File: src/hdl/ssp_pkg.sv
// Shared types, field layout and codes for the scene settle pass trigger.
`default_nettype none

package ssp_pkg;

  // Field widths
  localparam int COORD_W    = 16;
  localparam int SQ_W       = 32;
  localparam int CFG_W      = 16;
  localparam int CFG_IDX_W  = 2;
  localparam int STILL_W    = 31;
  localparam int REASON_W   = 3;
  localparam int TSTAMP_W   = 32;

  // Input tdata layout, lowest bit first
  localparam int IN_TIME_LSB = 0;
  localparam int IN_EDGE_BIT = 32;
  localparam int IN_X_LSB    = 33;
  localparam int IN_Y_LSB    = 49;
  localparam int IN_DATA_W   = 72;

  // Output tdata layout: measure, reason, still_ms, zero pad
  localparam int OUT_DATA_W  = 40;
  localparam int OUT_PAD_W   = OUT_DATA_W - 1 - REASON_W - STILL_W;

  localparam logic [STILL_W-1:0] STILL_MAX = {STILL_W{1'b1}};

  // Register indexes
  localparam logic [CFG_IDX_W-1:0] REG_REARM_MS  = 2'd0;
  localparam logic [CFG_IDX_W-1:0] REG_SETTLE_MS = 2'd1;
  localparam logic [CFG_IDX_W-1:0] REG_STILL_TOL = 2'd2;

  // Verdict codes
  localparam logic [REASON_W-1:0] RSN_EMPTY_ARMED = 3'd0;
  localparam logic [REASON_W-1:0] RSN_EMPTY_WAIT  = 3'd1;
  localparam logic [REASON_W-1:0] RSN_EDGE        = 3'd2;
  localparam logic [REASON_W-1:0] RSN_MOVING      = 3'd3;
  localparam logic [REASON_W-1:0] RSN_MEASURED    = 3'd4;
  localparam logic [REASON_W-1:0] RSN_SETTLING    = 3'd5;
  localparam logic [REASON_W-1:0] RSN_MEASURE     = 3'd6;

  // Sequencer states
  typedef enum logic [1:0] {
    ST_IDLE,
    ST_SCAN,
    ST_EMIT
  } state_t;

  // Probe handed from cell to cell: the new centroid, the squared distances
  // to the previous cell's stored entry, and the running match flag
  typedef struct packed {
    logic [COORD_W-1:0] x;
    logic [COORD_W-1:0] y;
    logic [SQ_W-1:0]    sqx;
    logic [SQ_W-1:0]    sqy;
    logic               live;
    logic               hit;
  } probe_t;

  // Squared distance within squared tolerance
  function automatic logic is_near(input logic [SQ_W-1:0] sqx,
                                   input logic [SQ_W-1:0] sqy,
                                   input logic [SQ_W-1:0] tol2);
    logic [SQ_W:0] sum;
    sum = {1'b0, sqx} + {1'b0, sqy};
    return sum <= {1'b0, tol2};
  endfunction

endpackage

`default_nettype wire

File: src/hdl/ssp_cell.sv
// One cell of the comparison chain: a stored centroid pair (two banks).
`default_nettype none

module ssp_cell (
  input  wire logic                        clk,
  input  wire logic                        rst_n,
  input  wire logic [ssp_pkg::SQ_W-1:0]    tol2,
  input  wire logic                        bank_sel,
  input  wire logic                        live,
  input  wire logic                        wr_en,
  input  wire logic                        wr_bank,
  input  wire logic [ssp_pkg::COORD_W-1:0] wr_x,
  input  wire logic [ssp_pkg::COORD_W-1:0] wr_y,
  input  wire logic                        in_valid,
  input  wire ssp_pkg::probe_t             in_probe,
  output logic                             out_valid,
  output ssp_pkg::probe_t                  out_probe
);
  import ssp_pkg::*;

  logic [COORD_W-1:0] store_x_r [2];
  logic [COORD_W-1:0] store_y_r [2];
  logic               valid_r;
  probe_t             probe_r;
  probe_t             probe_nxt;
  logic [COORD_W-1:0] sx;
  logic [COORD_W-1:0] sy;
  logic [COORD_W-1:0] dx;
  logic [COORD_W-1:0] dy;

  // Entry store, written for the bank not being compared against
  always_ff @(posedge clk) begin
    if (wr_en) begin
      store_x_r[wr_bank] <= wr_x;
      store_y_r[wr_bank] <= wr_y;
    end
  end

  // Fold in the previous cell's distance, square against this cell's entry
  always_comb begin
    sx = store_x_r[bank_sel];
    sy = store_y_r[bank_sel];
    dx = (in_probe.x > sx) ? in_probe.x - sx : sx - in_probe.x;
    dy = (in_probe.y > sy) ? in_probe.y - sy : sy - in_probe.y;
    probe_nxt.x    = in_probe.x;
    probe_nxt.y    = in_probe.y;
    probe_nxt.sqx  = SQ_W'(dx) * SQ_W'(dx);
    probe_nxt.sqy  = SQ_W'(dy) * SQ_W'(dy);
    probe_nxt.live = live;
    probe_nxt.hit  = in_probe.hit |
                     (in_probe.live & is_near(in_probe.sqx, in_probe.sqy, tol2));
  end

  // Hand-over register
  always_ff @(posedge clk) begin
    if (!rst_n) begin
      valid_r <= 1'b0;
    end else begin
      valid_r <= in_valid;
    end
  end

  always_ff @(posedge clk) begin
    probe_r <= probe_nxt;
  end

  assign out_valid = valid_r;
  assign out_probe = probe_r;

endmodule

`default_nettype wire

File: config.mk
export PLATFORM = sky130hd
export DESIGN_NAME = ssp_cell
export DESIGN_NICKNAME = d
export VERILOG_FILES = /design/src/hdl/ssp_pkg.sv /design/src/hdl/ssp_cell.sv
export SDC_FILE = /design/constraint.sdc
export NUM_CORES = 1
export LEC_CHECK = 0
export BUFFER_PORTS_ARGS = -buffer_cell sky130_fd_sc_hd__buf_2
export CAP_MARGIN = 15
export CORE_MARGIN = 1.5
export CORE_UTILIZATION = 31
export CTS_BUF_LIST = sky130_fd_sc_hd__clkbuf_16
export DETAILED_ROUTE_END_ITERATION = 10
export HOLD_SLACK_MARGIN = 0.15
export SYNTH_ARGS = -nofsm -noshare
export SYNTH_HDL_FRONTEND = slang
export SYNTH_SLANG_ARGS = --single-unit
File: constraint.sdc
create_clock -name clk -period 26.8 [get_ports clk]
set_input_delay 1.34 -clock clk [delete_from_list [all_inputs] [get_ports clk]]
set_output_delay 1.34 -clock clk [all_outputs]
set_load 0.05 [all_outputs]
======== After elaboration in Yosys (flattened, before gate mapping) ========
Memory sizes are Yosys's and may differ from the RTL's.
Cells that the tools add are included.
storage, ports and cells
  memories kept ........................... 2
  register bits after elaboration ......... 99
  input bits .............................. 169
  logic and storage cells ................. 25
  output and inout port bits .............. 99
  bits in writable memories ............... 64
memory list
  name       depth  width  read ports  clocked after memory_dff  write ports  RTL line        source
  store_x_r  2      16     1           0                         1            ssp_cell.sv:21  logic [COORD_W-1:0] store_x_r [2];
  store_y_r  2      16     1           0                         1            ssp_cell.sv:22  logic [COORD_W-1:0] store_y_r [2];
cells by class
  $lt $le $gt $ge ......................... 3
  multiplexer cells ....................... 4
  bitwise gates (word level) .............. 2
  add/sub/neg operators ................... 5
  $mul .................................... 2
operators with widths
  operator                                                     count
  16-bit by 16-bit multiplier with 32-bit output               2
  16-bit subtractor                                            4
  32-bit by 32-bit adder with 33-bit output                    1
  33-bit by 32-bit less-or-equal comparator with 1-bit output  1
  16-bit > comparator                                          2
  16-bit two-way mux                                           2
  1-bit two-way mux                                            2
  1-bit bitwise AND                                            1
  1-bit bitwise OR                                             1

======== Depth between registers and ports, before layout ========
Gate-level depths: netlist (run 1).
  depth in word-level cells ............... 4
  gate-level depth with buffers ........... 41
  gate-level depth less buffers ........... 36

======== Worst setup path before layout (run 1) ========
Ideal clock, no wire load.
  path type ............................... input -> register
  from .................................... input port bank_sel
  to ...................................... register probe_r (netlist bit out_probe[32])
  arrival time ............................ 10.335 ns
  data required time ...................... 26.728 ns
  library setup time ...................... 0.072 ns
  cell stages on the path ................. 40
  path slack .............................. 16.392 ns
  buffers on the path ..................... 5
  path through ............................ clkbuf_1 > buf_1 > mux2i_1 > inv_1 > ha_1 > buf_6 > and4_4 > nand3_2 > or4_1 > and2_4 > buf_6 > nand2_8 > buf_12 > mux2i_1 > xor2_2 > inv_2 > nand2_1 > inv_1 > (+4 left out) > fa_1 > inv_1 > fa_1 > inv_1 > fa_1 > inv_1 > fa_1 > inv_1 > ha_1 > a21oi_1 > o221ai_1 > a21oi_1 > o21ai_0 > a221o_1 > a2111oi_0 > o31ai_1 > a21oi_1 > xnor2_1
RTL lines
  item                    RTL line        source
  start: declaration      ssp_cell.sv:8   input wire logic bank_sel,
  end signal: assignment  ssp_cell.sv:64  probe_r <= probe_nxt;
  end: declaration        ssp_cell.sv:24  probe_t probe_r;

==> impl_metrics.tcl, run 1 <==
set metrics [dict create \
    outcome "finished, final reports clean" \
    synth_edf_count 64 \
    cts_tree "built" \
    ys_ff_latch 161 \
    postCtsSetupBuffers 0 \
    cap_violations 0 \
    synth_ff_type "dfxtp_1" \
    via_per_inst 4.73 \
    grtUsageTotal_pct 16.9 \
    initial_utilization_pct 31.2 \
    vias 18600 \
    fillers 8012 \
    place_area_um2 26600 \
    grt_util_met3_pct 3.44 \
    hold_path.class "in2reg" \
    synthDistinctLibCells 93 \
    grt_start_max_net_pins 33 \
    skew_ns 0.0174 \
    area_growth_pct 12.8 \
    rsz0062_at_grt "no" \
    max_slew.worst_pin.slew_ns 1.15 \
    grtUsageMet1_pct 20.8 \
    clockRootBuffer "clkbuf_16" \
    antenna_left 0 \
    gp_congestion 0.906 \
    cpPeakStageDelay_ns 0.89 \
    layout_commonest_cell "inv_1" \
    rr_worst_depth 33 \
    numCtsBuffers 17 \
    firstDrtPassIters 5 \
    grt_pass1_wl_um 104000 \
    most-common-layout-cells "inv_1 (559), fa_1 (329), ha_1 (322)" \
    min_path_cells 1 \
    clk_path_buf_depth 2 \
    layout-drive-gt1-share_pct 12.9 \
    avgSynthCellArea_um2 9.12 \
    synthesis.area_um2 24100 \
    drt_first_iter_violations 893 \
    antenna_found_initial 8 \
    wire_per_inst_um 16.0 \
    yosysWarnings 0 \
    die_w_um 282 \
    cp_max_fo 32 \
    ys_seq_area_share_pct 16.0 \
    crit_required_ns 27.24 \
    crit_top_cell "fa_1" \
    path_class "in2reg" \
    die_y_um 282 \
    fin_tns_setup_ns 0 \
    cp.arrival_ns 11.94 \
    clkLatencyLatePin_ns 0.52 \
    cts-resized-gates 0 \
    critPathCaptureType "flop" \
    hold_buffers 0 \
    setup_viol 0 \
    ios 268 \
    htree_levels 4 \
    crit_path_top_delay_cell "xor2_1" \
    final_area_um2 27200 \
    drv_slew 0 \
    drc 0 \
    cp-start-kind "input pin" \
    io_buffers 265 \
    path_clk_slew_ns 0.07 \
    max_slew_margin_pct 23.3 \
    grt_pass1_vias 19800 \
    top_usage_layer "met2" \
    syn-instance-count 2644 \
    clock-sinks 161 \
    fmax_mhz 87.0 \
    synthArstFlopShare_pct 0 \
    core_um2 77200 \
    globalRouteOverflowTotal 0 \
    wirelength_um 63100 \
    min_period_over_period_pct 42.9 \
    num_rows 102 \
    nNetsFinal 3702 \
    use_met2_pct 29.2 \
    die_area_um2 79500 \
    hold_viol 0 \
    fin_crit_ns 11.50 \
    dp_hpwl_um 52400 \
]
## worst max-delay path: cells and delay by family
family	cells	cell delay, ns
adders and majority gates	8	3.56
and+or+nand+nor	7	1.76
xor gates and xnor gates	2	1.04
AOI/OAI and AO/OA	8	2.25
buffers and inverters	8	1.23
muxes	2	0.67
## metrics by stage
stage | std cells | setup slack, ns | utilization [%] | hold WS [ns]
after floorplan | 2645 | 16.39 | - | 0.950
after global placement | 3902 | 15.09 | 34.4 | 1.28
after detailed placement | 3902 | 14.88 | 34.4 | 1.33
after CTS | 3934 | 15.44 | 35.2 | 0.885
after global routing | 3938 | 14.49 | 35.2 | 0.902
final | 3938 | 15.30 | 35.2 | 0.930
## metal layers
metal	up-vias	share of wire (%)
met3	84	5.5
met2	461	49
li1	9017	-
met1	9071	43
met4	4	2.4
met5	-	0.036
## path summary, 6_finish.rpt
path	from	endpoint	slack [ns]
worst max-delay path	bank_sel	out_probe[33]	15.30
worst min-delay path	live	out_probe[1]	0.93
worst max register to register	store_y_r[1][10]	out_probe[33]	16.56
worst min register to register	store_y_r[0][1]	out_probe[4]	1.34
## cell usage after synthesis (6+ instances only)
master	n	area [µm²]
inv_1	559	2100
fa_1	329	6590
ha_1	322	4030
nand2_1	203	762
nor2_1	195	732
a21oi_1	137	686
dfxtp_1	97	1940
o21ai_0	76	380
xnor2_1	73	639
edfxtp_1	64	1920
a21o_1	60	450
mux2i_1	42	420
nor3_1	38	190
xor2_1	34	298
nand3_1	32	160
buf_2	28	140
nand2b_1	28	175
o21a_1	20	150
clkbuf_1	19	71.3
nand4_1	19	119
nor2b_1	18	113
a211oi_1	15	113
o21bai_1	15	113
and3_1	14	87.6
a221oi_1	11	96.3
o31ai_1	11	82.6
a31oi_1	9	56.3
inv_2	9	33.8
and2_1	8	50.1
o211ai_1	8	60.1
or2_2	8	50.1
nor4_1	6	37.5
or3_1	6	37.5
## cells by family after synthesis
family	after synthesis	share of synthesized area [%]
AO/OA/AOI/OAI	432	11.6
AND/OR/NAND/NOR	601	11.4
adder cells (fa/ha/maj)	651	44.0
buffers and inverters	634	10.3
XOR/XNOR	116	4.58
multiplexers	48	2.03
other	1	0.0155
flip-flops	161	16.0
## flip-flops by register name (all words and copies together) (netlist names)
| signal | cells |
|---|---|
| store_y_r | 32 |
| out_valid | 1 |
| out_probe | 96 |
| store_x_r | 32 |
## final cells by class
class                   count  area [µm²]  share of cell area (%)
multi-input cells        1850       17800                    65.4
clock inverters            15         210                   0.772
clock buffers              17         425                    1.56
inverters                 571        2150                    7.88
well taps                1040        1300                    4.78
repair buffers            281        1460                    5.36
flip-flops and latches    161        3860                    14.2
diodes                      3        7.51                  0.0276
Power of run 1 is not shown: default switching activity piles up to over one toggle a cycle in this logic, so the estimate is an artifact.
==> run 2, diff against run 1 <==
--- a/config.mk
+++ b/config.mk
@@ -5,6 +5,7 @@
 export SDC_FILE = /design/constraint.sdc
 export NUM_CORES = 1
 export LEC_CHECK = 0
+export ABC_AREA = 1
 export BUFFER_PORTS_ARGS = -buffer_cell sky130_fd_sc_hd__buf_2
 export CAP_MARGIN = 15
 export CORE_MARGIN = 1.5
==> constraint.sdc (replaced) <==
create_clock -name clk -period 9.7 [get_ports clk]
set_input_delay 0.485 -clock clk [delete_from_list [all_inputs] [get_ports clk]]
set_output_delay 0.485 -clock clk [all_outputs]
set_load 0.05 [all_outputs]
==> run 2 against run 1 <==
- core utilization rose by 0.72 points
- first-iteration DRC count rose by 30%
- flip-flop and latch count did not move
- sequential share of layout area fell by 0.90 points
- die area rose by 5.3%
- setup slack got worse by 14 ns
- clock-buffer cell count did not move
- critical path depth fell by 7
- non-clock buffer count rose by 49
- hold slack got worse by 0.74 ns
- wire length rose by 9.8%
- largest cell class unchanged
- highest routed layer unchanged
==> impl_metrics.tcl, run 2 <==
set metrics [dict create \
    die_w_um 289 \
    post-synth-top-count-cell "inv_1" \
    syn-instance-count 3211 \
    initial_utilization_pct 31.4 \
    cts_tree "built" \
    cp_max_fo 18 \
    synthesis.area_um2 25400 \
    setup_viol 0 \
    ios 268 \
    clk_path_buf_depth 2 \
    drv_slew 0 \
    synthDistinctLibCells 47 \
    crit_path_top_delay_cell "ha_1" \
    grt_pass1_wl_um 113000 \
    critPathCaptureType "flop" \
    fillers 8369 \
    skew_ns 0.0270 \
    hold_viol 0 \
    nNetsFinal 4341 \
    hold_path.class "in2reg" \
    use_met2_pct 30.9 \
    htree_levels 4 \
    grtUsageTotal_pct 17.3 \
    fin_tns_setup_ns 0 \
    rsz0062_at_grt "no" \
    most-common-layout-cells "inv_1 (728), nand2_1 (637), fa_1 (329)" \
    fin_crit_ns 8.58 \
    synth_ff_type "dfxtp_1" \
    synthTopCellsByArea "fa_1 (26%), ha_1 (16%), inv_1 (11%)" \
    cts-resized-gates 0 \
    cpPeakStageDelay_ns 0.79 \
    crit_required_ns 10.09 \
    crit_top_cell "fa_1" \
    yosysWarnings 0 \
    grt_util_met3_pct 2.86 \
    io_buffers 265 \
    cp_num_buf_inv 7 \
    synthTopCellsByCount "inv_1 (728), nand2_1 (637), fa_1 (329), ha_1 (322), nor2_1 (262)" \
    wire_per_inst_um 15.1 \
    dp_hpwl_um 59300 \
    antenna_left 0 \
    clockRootBuffer "clkbuf_16" \
    grt_pass1_vias 22100 \
    numCtsBuffers 17 \
    vias 21200 \
    cap_violations 0 \
    globalRouteOverflowTotal 0 \
    ys_ff_latch 161 \
    antenna_found_initial 4 \
    cp.arrival_ns 8.97 \
    cp-start-kind "flop" \
    via_per_inst 4.61 \
    core_um2 80800 \
    min_period_over_period_pct 88.5 \
    drc 0 \
    synthArstFlopShare_pct 0 \
    layout-drive-gt1-share_pct 12.1 \
    drt_first_iter_violations 1164 \
    synth_top_area_share_pct 25.9 \
    outcome "finished, final reports clean" \
    max_slew_margin_pct 34.1 \
    synth_top_cell_by_area "fa_1" \
    synth_edf_count 64 \
    top_usage_layer "met2" \
    area_growth_pct 14.4 \
    ys_seq_area_share_pct 15.2 \
    die_area_um2 83700 \
    die_y_um 289 \
    grtUsageMet1_pct 21.1 \
    wirelength_um 69300 \
    clkLatencyLatePin_ns 0.51 \
    gp_congestion 0.935 \
    path_clk_slew_ns 0.08 \
    max_slew.worst_pin.slew_ns 0.986 \
    largest_reg_flops 96 \
    num_rows 104 \
    path_class "reg2reg" \
    fmax_mhz 116 \
    layout_commonest_cell "inv_1" \
    avgSynthCellArea_um2 7.91 \
    grt_start_max_net_pins 33 \
    firstDrtPassIters 5 \
    clock-sinks 161 \
    cp_top_family "adder cells" \
]
==> run 2: worst reg2reg max path: cells and delay by family, from the launching register on <==
family / cells / cell delay [ns]
flops: 1 / 0.35
buf+inv: 7 / 0.87
xor+xnor: 1 / 0.13
fa+ha+maj: 8 / 4.15
simple gates: 10 / 2.43
compound gates: 2 / 0.56
==> run 2: metrics by stage <==
step	hold slack, ns	area, µm²	std cells	utilization, %	setup slack [ns]
after floorplan	0.513	25400	3212	-	2.17
after global placement	0.590	27800	4502	34.5	0.728
after detailed placement	0.592	27800	4502	34.5	0.725
after CTS	0.151	29100	4594	36.0	1.13
after global routing	0.157	29100	4594	36.0	0.593
final	0.192	29100	4595	36.0	1.12
==> run 2: kinds of logic after synthesis <==
kind of cell | count (synthesis) | synth area share, %
flops | 161 | 15.2
other cells | 1 | 0.0148
buf+inv | 813 | 12.5
compound gates | 340 | 7.58
simple gates | 1109 | 18.2
xor+xnor | 134 | 4.62
mux | 2 | 0.0788
fa+ha+maj | 651 | 41.8
==> run 2: area by class of cell <==
cell class                 count  area [µm²]  share of cell area [%]
multi-input combinational   2238       18400                    63.2
clock inverter                15         193                   0.663
clock buffer                  17         425                    1.46
sequential                   161        3860                    13.3
tap                         1060        1330                    4.56
timing repair buffer         330        1960                    6.76
antenna                        1        2.50                 0.00861
inverter                     773        2910                    10.0
==> run 2: path summary, 6_finish.rpt <==
path / to / slack, ns / from / cells past startpoint
setup / recovery: out_probe[27] / 1.12 / store_y_r[0][0] / 28
hold / removal: out_probe[76] / 0.19 / in_probe[76] / 1
setup reg to reg: out_probe[27] / 1.12 / store_y_r[0][0] / 28
hold reg to reg: out_probe[34] / 1.21 / store_x_r[0][0] / 4
==> run 2: repair_timing <==
| action | in CTS | in global routing |
|---|---|---|
| hold endpoints to repair | 86 | 0 |
| setup buffers | 0 | 0 |
| hold buffers | 60 | 0 |
==> run 2: routing by layer <==
| layer | wire length, µm | vias to the layer above |
|---|---|---|
| met1 | 29400 | 10000 |
| met3 | 3770 | 78 |
| met4 | 1520 | 4 |
| met2 | 34500 | 644 |
| li1 | - | 10400 |
| met5 | 31 | - |
Power of run 2 is left out for the same reason.
